File: src/rtl/mst_pkg.sv
// types and codes shared by the timer table modules
`default_nettype none

package mst_pkg;

  typedef enum logic [1:0] {
    CMD_TICK   = 2'd0,
    CMD_ARM    = 2'd1,
    CMD_CANCEL = 2'd2,
    CMD_NONE   = 2'd3
  } mst_cmd_e;

  typedef enum logic [2:0] {
    KIND_ARMED     = 3'd0,
    KIND_BUSY      = 3'd1,
    KIND_CANCELLED = 3'd2,
    KIND_FIRED     = 3'd3,
    KIND_NO_FIRE   = 3'd4
  } mst_kind_e;

  typedef enum logic [2:0] {
    ST_IDLE = 3'b001,
    ST_SCAN = 3'b010,
    ST_DONE = 3'b100
  } mst_state_e;

  typedef struct packed {
    mst_cmd_e    op;
    logic [2:0]  slot;
    logic        slot_ok;
    logic [31:0] period;
    logic [31:0] reload;
    logic [31:0] tag;
  } mst_req_t;

endpackage

`default_nettype wire

File: src/rtl/mst_front.sv
// request decode: drops unused commands, checks slot range, prepares reload value
`default_nettype none

module mst_front #(
  parameter int SLOT_COUNT = 8
) (
  input  wire logic        in_valid_i,
  output logic             in_stall_o,
  input  wire logic [1:0]  cmd_i,
  input  wire logic [2:0]  slot_i,
  input  wire logic [31:0] period_i,
  input  wire logic        repeat_req_i,
  input  wire logic [31:0] tag_i,
  input  wire logic        q_full_i,
  output logic             push_o,
  output mst_pkg::mst_req_t req_o
);
  import mst_pkg::*;

  logic keep;

  always_comb begin
    keep = 1'b1;
    case (cmd_i)
      CMD_TICK:   keep = 1'b1;
      CMD_ARM:    keep = 1'b1;
      CMD_CANCEL: keep = 1'b1;
      default:    keep = 1'b0;
    endcase
  end

  assign in_stall_o     = q_full_i;
  assign push_o         = in_valid_i && !q_full_i && keep;
  assign req_o.op       = mst_cmd_e'(cmd_i);
  assign req_o.slot     = slot_i;
  assign req_o.slot_ok  = (32'(slot_i) < SLOT_COUNT);
  assign req_o.period   = period_i;
  assign req_o.reload   = repeat_req_i ? period_i : 32'd0;
  assign req_o.tag      = tag_i;

endmodule

`default_nettype wire

File: src/rtl/mst_fifo.sv
// two-entry request queue between decode and execution
`default_nettype none

module mst_fifo (
  input  wire logic         clk_i,
  input  wire logic         rst_ni,
  input  wire logic         push_i,
  input  mst_pkg::mst_req_t data_i,
  output logic              full_o,
  input  wire logic         pop_i,
  output logic              valid_o,
  output mst_pkg::mst_req_t data_o
);
  import mst_pkg::*;

  mst_req_t   mem_q [2];
  logic       wptr_q, wptr_d;
  logic       rptr_q, rptr_d;
  logic [1:0] cnt_q, cnt_d;
  logic       do_push, do_pop;

  assign full_o  = (cnt_q == 2'd2);
  assign valid_o = (cnt_q != 2'd0);
  assign data_o  = mem_q[rptr_q];
  assign do_push = push_i && !full_o;
  assign do_pop  = pop_i && valid_o;

  always_comb begin
    wptr_d = do_push ? !wptr_q : wptr_q;
    rptr_d = do_pop ? !rptr_q : rptr_q;
    cnt_d  = cnt_q;
    if (do_push && !do_pop) begin
      cnt_d = cnt_q + 2'd1;
    end else if (do_pop && !do_push) begin
      cnt_d = cnt_q - 2'd1;
    end
  end

  always_ff @(posedge clk_i or negedge rst_ni) begin
    if (!rst_ni) begin
      wptr_q <= 1'b0;
      rptr_q <= 1'b0;
      cnt_q  <= 2'd0;
    end else begin
      wptr_q <= wptr_d;
      rptr_q <= rptr_d;
      cnt_q  <= cnt_d;
    end
  end

  always_ff @(posedge clk_i) begin
    if (do_push) begin
      mem_q[wptr_q] <= data_i;
    end
  end

endmodule

`default_nettype wire

File: src/rtl/mst_back.sv
// execution: slot table, time counter, serial tick scan and output register
`default_nettype none

module mst_back #(
  parameter int SLOT_COUNT = 8
) (
  input  wire logic         clk_i,
  input  wire logic         rst_ni,
  input  wire logic         cfg_we_i,
  input  wire logic [3:0]   cfg_wdata_i,
  input  wire logic         q_valid_i,
  input  mst_pkg::mst_req_t q_data_i,
  output logic              q_pop_o,
  output logic              out_valid_o,
  input  wire logic         out_stall_i,
  output logic [2:0]        kind_o,
  output logic [2:0]        fired_slot_o,
  output logic [31:0]       fired_tag_o,
  output logic              last_o
);
  import mst_pkg::*;

  localparam int NSLOT = (SLOT_COUNT < 8) ? SLOT_COUNT : 8;
  localparam int SW    = (NSLOT > 1) ? $clog2(NSLOT) : 1;
  localparam int IW    = $clog2(NSLOT + 1);

  mst_state_e    state_q, state_d;
  logic [IW-1:0] idx_q, idx_d;
  logic [IW-1:0] limit_q, limit_d;
  logic [3:0]    siu_q;
  logic [31:0]   now_q, now_d;
  logic [NSLOT-1:0] armed_q, armed_d;
  logic [31:0]   due_q    [NSLOT];
  logic [31:0]   reload_q [NSLOT];
  logic [31:0]   tag_q    [NSLOT];

  logic          pend_valid_q, pend_valid_d;
  logic [2:0]    pend_slot_q, pend_slot_d;
  logic [31:0]   pend_tag_q, pend_tag_d;

  logic          out_valid_q;
  mst_kind_e     kind_q;
  logic [2:0]    slot_q;
  logic [31:0]   otag_q;
  logic          last_q;

  logic          out_free;
  logic          emit;
  mst_kind_e     e_kind;
  logic [2:0]    e_slot;
  logic [31:0]   e_tag;
  logic          e_last;
  logic          arm_we;
  logic          scan_we;
  logic [SW-1:0] sidx;
  logic [SW-1:0] ridx;
  logic          hit;
  logic [IW-1:0] lim;

  assign out_free = !out_valid_q || !out_stall_i;
  assign sidx     = idx_q[SW-1:0];
  assign ridx     = q_data_i.slot[SW-1:0];
  assign hit      = armed_q[sidx] && (now_q >= due_q[sidx]);
  assign lim      = (siu_q > 4'(NSLOT)) ? IW'(NSLOT) : IW'(siu_q);

  always_comb begin
    state_d      = state_q;
    idx_d        = idx_q;
    limit_d      = limit_q;
    now_d        = now_q;
    armed_d      = armed_q;
    pend_valid_d = pend_valid_q;
    pend_slot_d  = pend_slot_q;
    pend_tag_d   = pend_tag_q;
    q_pop_o      = 1'b0;
    emit         = 1'b0;
    e_kind       = KIND_NO_FIRE;
    e_slot       = 3'd0;
    e_tag        = 32'd0;
    e_last       = 1'b1;
    arm_we       = 1'b0;
    scan_we      = 1'b0;
    case (state_q)
      ST_IDLE: begin
        if (q_valid_i && out_free) begin
          q_pop_o = 1'b1;
          case (q_data_i.op)
            CMD_ARM: begin
              emit   = 1'b1;
              e_slot = q_data_i.slot;
              if (!q_data_i.slot_ok || armed_q[ridx]) begin
                e_kind = KIND_BUSY;
              end else begin
                e_kind        = KIND_ARMED;
                arm_we        = 1'b1;
                armed_d[ridx] = 1'b1;
              end
            end
            CMD_CANCEL: begin
              emit   = 1'b1;
              e_kind = KIND_CANCELLED;
              e_slot = q_data_i.slot;
              if (q_data_i.slot_ok) begin
                armed_d[ridx] = 1'b0;
              end
            end
            CMD_TICK: begin
              now_d        = now_q + 32'd1;
              idx_d        = '0;
              limit_d      = lim;
              pend_valid_d = 1'b0;
              state_d      = ST_SCAN;
            end
            default: begin
            end
          endcase
        end
      end
      ST_SCAN: begin
        if (idx_q == limit_q) begin
          state_d = ST_DONE;
        end else if (!hit) begin
          idx_d = idx_q + IW'(1);
        end else if (out_free) begin
          if (pend_valid_q) begin
            emit   = 1'b1;
            e_kind = KIND_FIRED;
            e_slot = pend_slot_q;
            e_tag  = pend_tag_q;
            e_last = 1'b0;
          end
          pend_valid_d = 1'b1;
          pend_slot_d  = 3'(idx_q);
          pend_tag_d   = tag_q[sidx];
          if (reload_q[sidx] == 32'd0) begin
            armed_d[sidx] = 1'b0;
          end else begin
            scan_we = 1'b1;
          end
          idx_d = idx_q + IW'(1);
        end
      end
      ST_DONE: begin
        if (out_free) begin
          emit    = 1'b1;
          state_d = ST_IDLE;
          if (pend_valid_q) begin
            e_kind = KIND_FIRED;
            e_slot = pend_slot_q;
            e_tag  = pend_tag_q;
          end
        end
      end
      default: begin
        state_d = ST_IDLE;
      end
    endcase
  end

  always_ff @(posedge clk_i or negedge rst_ni) begin
    if (!rst_ni) begin
      state_q      <= ST_IDLE;
      idx_q        <= '0;
      limit_q      <= '0;
      siu_q        <= 4'd0;
      now_q        <= 32'd0;
      armed_q      <= '0;
      pend_valid_q <= 1'b0;
      out_valid_q  <= 1'b0;
    end else begin
      state_q      <= state_d;
      idx_q        <= idx_d;
      limit_q      <= limit_d;
      now_q        <= now_d;
      armed_q      <= armed_d;
      pend_valid_q <= pend_valid_d;
      if (cfg_we_i) begin
        siu_q <= cfg_wdata_i;
      end
      if (out_free) begin
        out_valid_q <= emit;
      end
    end
  end

  always_ff @(posedge clk_i) begin
    pend_slot_q <= pend_slot_d;
    pend_tag_q  <= pend_tag_d;
    if (out_free && emit) begin
      kind_q <= e_kind;
      slot_q <= e_slot;
      otag_q <= e_tag;
      last_q <= e_last;
    end
    if (arm_we) begin
      due_q[ridx]    <= now_q + q_data_i.period;
      reload_q[ridx] <= q_data_i.reload;
      tag_q[ridx]    <= q_data_i.tag;
    end else if (scan_we) begin
      due_q[sidx] <= now_q + reload_q[sidx];
    end
  end

  assign out_valid_o  = out_valid_q;
  assign kind_o       = kind_q;
  assign fired_slot_o = slot_q;
  assign fired_tag_o  = otag_q;
  assign last_o       = last_q;

endmodule

`default_nettype wire

File: src/rtl/multi_slot_software_timer.sv
// timer slot table: top level joining decode, request queue and execution
//
// channel | direction | handshake              | payload
// cfg     | in        | cfg_we_i               | cfg_wdata_i (slots in use)
// in      | in        | in_valid_i / in_stall_o| cmd, slot, period, repeat_req, tag
// out     | out       | out_valid_o/out_stall_i| kind, fired_slot, fired_tag, last
//
// arm and cancel are answered from the idle state once dequeued
// a tick scans min(slots_in_use, SLOT_COUNT, 8) slots, then sends its last result
// one slot compared per cycle by the scan; a firing waits while the output is stalled
// a fired slot is held one step so the last flag marks the final result
// the two-entry queue keeps taking requests while the output register is stalled, until full
// reset clears the time counter, armed bits and slots in use; no clearing pass
`default_nettype none

module multi_slot_software_timer #(
  parameter int SLOT_COUNT = 8
) (
  input  wire logic        clk_i,
  input  wire logic        rst_ni,
  input  wire logic        cfg_we_i,
  input  wire logic [3:0]  cfg_wdata_i,
  input  wire logic        in_valid_i,
  output logic             in_stall_o,
  input  wire logic [1:0]  cmd_i,
  input  wire logic [2:0]  slot_i,
  input  wire logic [31:0] period_i,
  input  wire logic        repeat_req_i,
  input  wire logic [31:0] tag_i,
  output logic             out_valid_o,
  input  wire logic        out_stall_i,
  output logic [2:0]       kind_o,
  output logic [2:0]       fired_slot_o,
  output logic [31:0]      fired_tag_o,
  output logic             last_o
);
  import mst_pkg::*;

  mst_req_t push_req;
  mst_req_t q_req;
  logic     push;
  logic     q_full;
  logic     q_valid;
  logic     q_pop;

  mst_front #(
    .SLOT_COUNT(SLOT_COUNT)
  ) u_front (
    .in_valid_i  (in_valid_i),
    .in_stall_o  (in_stall_o),
    .cmd_i       (cmd_i),
    .slot_i      (slot_i),
    .period_i    (period_i),
    .repeat_req_i(repeat_req_i),
    .tag_i       (tag_i),
    .q_full_i    (q_full),
    .push_o      (push),
    .req_o       (push_req)
  );

  mst_fifo u_fifo (
    .clk_i  (clk_i),
    .rst_ni (rst_ni),
    .push_i (push),
    .data_i (push_req),
    .full_o (q_full),
    .pop_i  (q_pop),
    .valid_o(q_valid),
    .data_o (q_req)
  );

  mst_back #(
    .SLOT_COUNT(SLOT_COUNT)
  ) u_back (
    .clk_i       (clk_i),
    .rst_ni      (rst_ni),
    .cfg_we_i    (cfg_we_i),
    .cfg_wdata_i (cfg_wdata_i),
    .q_valid_i   (q_valid),
    .q_data_i    (q_req),
    .q_pop_o     (q_pop),
    .out_valid_o (out_valid_o),
    .out_stall_i (out_stall_i),
    .kind_o      (kind_o),
    .fired_slot_o(fired_slot_o),
    .fired_tag_o (fired_tag_o),
    .last_o      (last_o)
  );

endmodule

`default_nettype wire

File: config.mk
export PLATFORM = sky130hd
export DESIGN_NAME = multi_slot_software_timer
export DESIGN_NICKNAME = d
export VERILOG_FILES = /design/src/rtl/mst_pkg.sv /design/src/rtl/mst_front.sv /design/src/rtl/mst_fifo.sv /design/src/rtl/mst_back.sv /design/src/rtl/multi_slot_software_timer.sv
export SDC_FILE = /design/constraint.sdc
export NUM_CORES = 1
export LEC_CHECK = 0
export ABC_AREA = 1
export BUFFER_PORTS_ARGS = -buffer_cell sky130_fd_sc_hd__buf_2
export CAP_MARGIN = 20
export CORE_MARGIN = 2
export CORE_UTILIZATION = 25
export DETAILED_ROUTE_END_ITERATION = 16
export GPL_TIMING_DRIVEN = 1
export HOLD_SLACK_MARGIN = 0.02
export PLACE_DENSITY_LB_ADDON = 0.3
export SLEW_MARGIN = 30
export SYNTH_ARGS = -nofsm -noshare
export SYNTH_HDL_FRONTEND = slang
export SYNTH_HIERARCHICAL = 1
export SYNTH_SLANG_ARGS = --single-unit
File: constraint.sdc
create_clock -name clk_i -period 8.97 [get_ports clk_i]
set_clock_uncertainty 0.1 [all_clocks]
set_input_delay 0.4485 -clock clk_i [delete_from_list [all_inputs] [get_ports clk_i]]
set_output_delay 0.4485 -clock clk_i [all_outputs]
set_load 0.01 [all_outputs]
# ---- Word-level counts from Yosys, hierarchy flattened
# Memory sizes are Yosys's and may differ from the RTL's. A register that Yosys moved wholly into a read port is not among the register bits.
# Cells that the tools add are included.
dict set report word_totals {
  ff_bits 103
  latch_bits 0
  mem_bits_rw 970
  rom_bits 0
  input_bits 79
  output_inout_bits 41
  wordCells 188
  n_memories 4
}
# name words word_bits read_ports rd_clocked_by_memory_dff write_ports line_no
set memory_table {}
lappend memory_table {u_back.due_q 8 32 1 0 1 mst_back.sv:33} ;# logic [31:0] due_q [NSLOT];
lappend memory_table {u_back.reload_q 8 32 1 0 1 mst_back.sv:34} ;# logic [31:0] reload_q [NSLOT];
lappend memory_table {u_back.tag_q 8 32 1 1 1 mst_back.sv:35} ;# logic [31:0] tag_q [NSLOT];
lappend memory_table {u_fifo.mem_q 2 101 1 0 1 mst_fifo.sv:16} ;# mst_req_t mem_q [2];
dict set report classes {
  addsub 6
  multipliers 0
  div 0
  magnitude_cmp 6
  eq_ne 21
  shift 0
  mux 89
  bitwise 9
  n_reduce_logical 37
}
# op n
set ops {}
lappend ops {{$mux 32} 6}
lappend ops {{$add 32x32->32} 2}
lappend ops {{$pmux 32 s2} 1}
lappend ops {{$mux 8} 7}
lappend ops {{$mux 3} 16}
lappend ops {{$mux 1} 38}
lappend ops {{$add 32x1->32 const B} 1}
lappend ops {{$ge 32x32->1} 1}
lappend ops {{$logic_not 32->1} 1}
lappend ops {{$pmux 8 s2} 2}
lappend ops {{$reduce_or 32->1} 1}
lappend ops {{$pmux 3 s3} 3}
lappend ops {{$mux 4} 6}
lappend ops {{$and 8x8->8} 2}
lappend ops {{$not 8->8} 2}
lappend ops {{$ne 2x1->1 const B} 6}
lappend ops {{$logic_and 1x1->1} 11}
lappend ops {{$reduce_and 9->1} 1}
lappend ops {{$lt 3x4->1 const B} 2}
lappend ops {{$or 8x8->8} 1}
lappend ops {{$pmux 4 s2} 1}
lappend ops {{$reduce_and 4->1} 2}
lappend ops {{$logic_not 1->1} 7}
lappend ops {{$bmux 1 s3} 2}
lappend ops {{30 further kinds} 46}

# ---- Longest topological paths before layout
# Gate-level depths: netlist (run 1).
# An unclocked memory read counts as a cell.
dict set report logic_depth {
  word_depth 12
  mapped_depth 43
  mapped_depth_nobuf 38
}

# ---- Hierarchy
# Netlist (run 1), hierarchy kept.
# mod instances cells_each area_each_um2 seq_area_each_um2
set by_module_without_submodules {}
lappend by_module_without_submodules {mst_back 1 3182 37867.6 26711.9}
lappend by_module_without_submodules {mst_fifo 1 565 7684.9 6226.0}
lappend by_module_without_submodules {mst_front 1 144 829.5 0.0}

# ---- Least setup slack after synthesis (run 1)
# No wires, ideal clock.
dict set report synth_timing {
  path_type {flip-flop to flip-flop}
  startpoint {reg u_fifo.rptr_q}
  endpoint {mem u_back.reload_q[2][0] (enable)}
  setup_time_ps 647
  t_arrival_ps 7923
  required_time_ps 8223
  path_slack_ps 300
  path_stages_with_launch 13
  n_path_buf 3
  period_less_slack_ps 8670
  path_cell_list {dfrtp_1 buf_2 inv_2 buf_2 nand2_1 nand2_1 buf_2 inv_1 nand3_1 inv_1 a211oi_1 nand4_1 nor4_1}
}
# element line_no
set synth_rtl {}
lappend synth_rtl {{start: declaration} mst_fifo.sv:18} ;# logic rptr_q, rptr_d;
lappend synth_rtl {{start signal: assignment} mst_fifo.sv:46} ;# rptr_q <= rptr_d;
lappend synth_rtl {{end: declaration} mst_back.sv:34}

# ---- Final worst setup path (run 1)
dict set report layout_timing {
  startpoint {reg u_back.idx_q[1]}
  endpoint {mem u_back.due_q[1][18] (data pin)}
}
dict set report layout_between {
  elab_chain_cells 12
  word_cells_on_any_way 19
  classes_between {1 x add/sub; 1 x order compare; 1 x eq/ne; 11 x mux; 3 x reduce/logical; 2 x memory}
}
# element line_no
set layout_rtl {}
lappend layout_rtl {{start: declaration} mst_back.sv:28} ;# logic [IW-1:0] idx_q, idx_d;
lappend layout_rtl {{start signal: assignment} mst_back.sv:172} ;# idx_q <= idx_d;
lappend layout_rtl {{parallel branches: the longest is 11 deep, another holds $mem_v2 8x32} -}
lappend layout_rtl {{$mux 32 (no line) (*)} -}
lappend layout_rtl {{end: declaration} mst_back.sv:33}
# Every way passes the cells marked *. The select of a mux whose other input is x is not followed.

==> results of run 1 <==
critical path: cells and delay by family, from the launching register on:
family                   cells  cell delay [ns]
AO/OA/AOI/OAI               11             3.09
XOR/XNOR                     1             0.56
AND/OR/NAND/NOR              9             1.10
buffers and inverters        5             1.33
adder cells (fa/ha/maj)      3             0.82
flip-flops                   1             0.40
final timing paths:
| path | from | end | slack [ns] | cells after the start |
|---|---|---|---|---|
| worst min register to register | register | register | 0.38 | 2 |
| max in group asynchronous | rst_ni | u_back/limit_q[2] | 8.06 | 4 |
| worst min-delay path | out_stall_i | u_back/out_valid_o | 0.12 | 3 |
| worst max-delay path | u_back/idx_q[1] | u_back/due_q[1][18] | 1.23 | 29 |
| min in group asynchronous | rst_ni | u_fifo/cnt_q[0] | 0.15 | 3 |
| worst max register to register | u_back/idx_q[1] | u_back/due_q[1][18] | 1.23 | 29 |
placed cells by master (no fill, tap or decap), drive strengths merged, types with 51 or more instances in the layout:
cell type / instances
a21oi: 66
a221oi: 58
a22oi: 69
buf: 184
clkbuf: 145
dfrtp: 60
dlygate4sd3: 83
edfxtp: 1046
ha: 73
inv: 245
nand2: 1454
nand3: 56
nand4: 69
nor2: 161
o21ai: 87
xor2: 51
power breakdown:
| part | internal (mW) | total (mW) | leakage [nW] | switching [mW] |
|---|---|---|---|---|
| logic | 0.813 | 3.47 | 8.38 | 2.66 |
| registers | 6.74 | 6.88 | 10.3 | 0.143 |
| clock network | 2.53 | 4.50 | 1.69 | 1.96 |
what timing repair did:
item	4_1_cts	5_1_grt
endpoints found under the hold margin	264	0
endpoints found under the setup margin	0	0
hold buffers	83	0
layout make-up:
cell class                      instances  area share
Sequential cell                      1107      0.6125
Multi-Input combinational cell       2318      0.2120
Clock buffer                          145     0.05480
Inverter                              245     0.01726
Timing Repair Buffer                  267     0.03642
Clock inverter                         60    0.009397
Tap cell                             2480     0.05768
per-stage QoR:
step,utilization,setup slack (ns),hold WS [ns]
4_1_cts,0.2907,1.142,0.1053
6_report,0.2910,1.234,0.1232
3_3_place_gp,0.2675,1.305,0.1339
5_1_grt,0.2910,0.6092,0.1325
2_1_floorplan,-,0.3001,0.05291
3_5_place_dp,0.2675,1.170,0.1358
state kept, by name, summed over array words and instances (netlist names), 32 cells and up, named ones only:
signal	cells
u_back/due_q	256
u_back/reload_q	256
u_back/tag_q	256
u_fifo/mem_q	204
u_back/fired_tag_o	32
u_back/now_q	32
u_back/pend_tag_q	32
per-layer routing:
layer / routed length, um / vias to the layer above / track usage
met2: 55580 / 710 / 0.1989
li1: - / 13760 / -
met1: 59090 / 14330 / 0.1831
met4: 3184 / 6 / 0.03574
met5: 40 / - / 0
met3: 6038 / 203 / 0.02049
cell families (layout without fill, tap and decap cells):
logic type / Yosys count / in the layout
AND/OR/NAND/NOR: 1801 / 1801
flip-flops: 1107 / 1107
buffers and inverters: 466 / 717
AO/OA/AOI/OAI: 378 / 378
adder cells (fa/ha/maj): 74 / 74
XOR/XNOR: 64 / 64
other: 1 / 1
==> metrics.csv, run 1 <==
metric,value,unit
status,finished clean,
Vias,29010,
part of the cycle the worst path needs,0.8625,
IO Port Bufs,119,
slowest cell delay on critical path,0.68,ns
syn avg cell area,11.92,um2
number of synthesized flops with an enable pin,1046,
Finish-stage setup viols,0,
crit end category,register,
area delta synth->final,15.98,%
Syn Nets,4044,
Hold Path Class,input port to register,
Peak VDD IR,153.3,uV
"Hold Vio Cnt, Final",0,
Post-route DRC,0,
Core Box Area,0.1848,mm2
Yosys reg bits,1107,
die area,0.1890,mm2
CTS tree,built,
slew margin rel.,0.3344,
max_cap viols,0,
Final nets,4202,
ys flop type,edfxtp_1,
"Seq/Total Area, Yosys",0.7101,
post-DR vias/cell,4.381,
DP HPWL,74090,um
Multi-input gate area,0.01140,mm2
I/O pins,120,
post-CTS setup buffers,0,
post-synth top area cell,edfxtp_1,
Yosys warnings,6,
Power Dens Cells,276.0,mW/mm2
DR WL/cell,18.71,um
post-synthesis xor/xnor area fraction,0.01209,
Cell Rows,158,
via count of the first global-routing pass,28540,
max-slew violations,0,
Initial Utilization,0.2509,
most instantiated cells after synthesis,"nand2_1 (1453), edfxtp_1 (1046), inv_1 (237), nor2_1 (159), o21ai_0 (84)",
clk slew on worst S/H paths,0.07,ns
H-tree Lvls,3,
largest net degree at the start of global routing,76,
initial antenna violation count,6,
die width,434.7,um
Final Critical Period,7.736,ns
Synth Area in Simple Gates,0.1540,
chip height,434.7,um
"count leader, synth",nand2_1,
Synth Area in Adders,0.02012,
WP data required,9.28,ns
"Clk Latency, worst-skew pair",0.72,ns
Tot Pwr,14.85,mW
Synth Area in Compound Gates,0.05530,
largest family of logic cells by synthesized area,simple AND/OR/NAND/NOR gates,
Pre-Repair DR Iteration Count,5,
gr ovfl total,0,
Peak Freq,0.1293,GHz
"Async S/R FF share, synth",0.05510,
TritonCTS buffer count,110,
CP max FO,37,
diodes inserted,0,
Crit Path Class,register to register,
Final Wtd Congestion,0.8643,
Layout Cells excl Fill,6622,
Post-Place Cell Area,0.04945,mm2
Pleak,20.35,nW
mux cell area share after synthesis,0,
post-route ant nets,0,
Placed Instances,6333,
share of layout cells above drive strength 1,0.09223,
first-pass GRT wire length,184300,um
clk buf depth,3,
Routed Wire Length,123900,um
Clock Sinks,1107,
GRT Resource Usage Total,0.1277,
CP startpoint kind,register,
CP max stage cell,clkinv_2,
Unique masters post-synth,48,
Cells after Synth,3891,
setup_tns,0,ns
top-area cell type share of the netlist area,0.6772,
fillers,18850,
"most used cell, CP",nand2_1,
Register Area,0.03295,mm2
DR iter-0 viols,2176,
cell area after layout,0.05379,mm2
Resized Gates After CTS,0,
CP Data Arrival Time,8.04,ns
Slew @ Worst Pin,0.9950,ns
synthesized cell area,0.04638,mm2
Root Driver,clkbuf_16,
unrepaired setup endpoints after global routing,no,
dominant cells by area after synthesis,"edfxtp_1 (68%), nand2_1 (12%), dfrtp_1 (3.2%)",
(Power assumes the default switching activity.)
==> run 2: changes to the inputs <==
--- a/config.mk
+++ b/config.mk
@@ -15,4 +15,5 @@
 export HOLD_SLACK_MARGIN = 0.02
 export PLACE_DENSITY_LB_ADDON = 0.3
+export SKIP_LAST_GASP = 1
 export SLEW_MARGIN = 30
 export SYNTH_ARGS = -nofsm -noshare
==> constraint.sdc (replaced) <==
create_clock -name clk_i -period 8.97 [get_ports clk_i]
set_clock_uncertainty 0.1 [all_clocks]
set_input_delay 1.794 -clock clk_i [delete_from_list [all_inputs] [get_ports clk_i]]
set_output_delay 1.794 -clock clk_i [all_outputs]
set_load 0.01 [all_outputs]
==> metrics.csv, run 2 (same netlist as run 1, synthesis figures left out) <==
metric,value,unit
Placed Instances,6333,
setup_tns,0,ns
crit end category,register,
Routed Wire Length,123600,um
CP startpoint kind,register,
part of the cycle the worst path needs,0.8741,
Root Driver,clkbuf_16,
biggest regs,"u_back/due_q x256, u_back/reload_q x256, u_back/tag_q x256",
I/O pins,120,
Resized Gates After CTS,0,
Final Wtd Congestion,0.8666,
Hold Crit Endpoint,u_fifo/cnt_q[1],
Power Dens Cells,279.4,mW/mm2
clk buf depth,3,
Slew @ Worst Pin,1.022,ns
H-tree Lvls,3,
gr ovfl total,0,
max-slew violations,0,
Peak VDD IR,161.7,uV
Post-route DRC,0,
unrepaired setup endpoints after global routing,no,
"Clk Latency, worst-skew pair",0.74,ns
Final Critical Period,7.841,ns
WP data required,9.27,ns
status,finished clean,
first-pass GRT wire length,182700,um
CP Data Arrival Time,8.14,ns
die width,434.7,um
DR WL/cell,18.91,um
Core Box Area,0.1848,mm2
CP max stage cell,xor2_1,
IO Port Bufs,119,
post-CTS setup buffers,0,
Hold Path Class,register to register,
slowest cell delay on critical path,0.70,ns
slew margin rel.,0.3166,
Layout Cells excl Fill,6534,
Post-Place Cell Area,0.04945,mm2
Clock Sinks,1107,
"commonest cells after routing, fill and taps aside","nand2_1 (1453), edfxtp_1 (1046), inv_1 (234), nor2_1 (145), buf_2 (119)",
max_cap viols,0,
share of layout cells above drive strength 1,0.09452,
Crit Path Class,register to register,
Pleak,19.99,nW
GRT Resource Usage Total,0.1273,
Cell Rows,158,
Post-CTS Hold Buffers,0,
"most used cell, CP",nand2_1,
Final nets,4120,
DR iter-0 viols,2249,
Finish-stage setup viols,0,
largest net degree at the start of global routing,76,
Peak Freq,0.1275,GHz
"Hold Vio Cnt, Final",0,
TritonCTS buffer count,111,
hold depth,2,
"commonest non-fill, non-tap cell in the layout",nand2_1,
Initial Utilization,0.2509,
clk slew on worst S/H paths,0.06,ns
r2r endpoint,u_back/due_q[4][23],
Vias,28630,
r2r setup slk,1.13,ns
Pre-Repair DR Iteration Count,5,
area delta synth->final,14.12,%
via count of the first global-routing pass,27860,
DP HPWL,74000,um
initial antenna violation count,8,
CTS tree,built,
R2R Path Start,u_back/idx_q[1],
chip height,434.7,um
worst setup margin,1.129,ns
dpl ws,1.164,ns
die area,0.1890,mm2
CP max FO,46,
post-DR vias/cell,4.381,
post-route ant nets,0,
worst r2r path cells,31,
cell area after layout,0.05293,mm2
HP Start,u_fifo/cnt_q[1],
fillers,18860,
-- run 2: cell types whose count changed in the layout (fill, tap and decap cells not counted), sizes merged --
| cell | previous run | this run |
|---|---|---|
| inv | 245 | 247 |
| clkinvlp | 2 | 4 |
| clkinv | 50 | 53 |
| clkbuf | 145 | 133 |
| diode | 0 | 2 |
| dlygate4sd3 | 83 | 0 |
| bufinv | 8 | 6 |
-- run 2: layout make-up --
| type | instances | area (um2) | area share |
|---|---|---|---|
| timing repair buffer | 184 | 1129 | 0.02132 |
| clock inverter | 65 | 518.0 | 0.009786 |
| clock buffer | 133 | 2913 | 0.05503 |
| tap | 2480 | 3103 | 0.05862 |
| antenna | 2 | 5.005 | 0.00009455 |
| inverter | 245 | 929.6 | 0.01756 |
| multi-input combinational | 2318 | 11390 | 0.2151 |
| sequential | 1107 | 32950 | 0.6224 |
-- run 2: how the worst max path moves through the flow --
stage	start	endpoint	cells past startpoint
floorplan	out_stall_i	u_back/reload_q[2][0]	5
global placement	u_back/idx_q[1]	u_back/due_q[3][23]	29
detailed placement	u_back/idx_q[1]	u_back/due_q[0][23]	29
CTS	u_back/idx_q[1]	u_back/due_q[4][23]	29
global route	u_back/idx_q[1]	u_back/due_q[4][23]	32
finish	u_back/idx_q[1]	u_back/due_q[4][23]	31
-- run 2: stage by stage --
stage | util | hold slack, ns | total power, mW
2_1_floorplan | - | 0.3261 | 9.125
3_3_place_gp | 0.2675 | 0.3551 | 10.39
3_5_place_dp | 0.2675 | 0.3636 | 10.44
4_1_cts | 0.2861 | 0.3768 | 14.93
5_1_grt | 0.2863 | 0.4070 | 15.54
6_report | 0.2864 | 0.3773 | 14.79
-- run 2: metal layers --
metal | vias up | share of wire | GRT usage
met5 | - | 0.00011 | 0
met4 | 2 | 0.024 | 0.03220
met3 | 195 | 0.049 | 0.02134
met2 | 706 | 0.45 | 0.1969
met1 | 14140 | 0.48 | 0.1842
li1 | 13590 | - | -
-- run 2: report_power, final --
group          switching [mW]  leakage (nW)  total [mW]  internal (mW)
logic                    2.65          8.03        3.44          0.783
clock network            1.99          1.68        4.47           2.48
registers               0.143          10.3        6.88           6.74
total                    4.79          20.0        14.8           10.0
-- run 2: worst max-delay path: cells and delay by family (launching register included) --
family                   cells  cell delay, ns
AND/OR/NAND/NOR             13            1.49
flip-flops                   1            0.37
XOR/XNOR                     1            0.70
AO/OA/AOI/OAI                9            2.02
adder cells (fa/ha/maj)      2            0.61
buffers and inverters        6            2.18
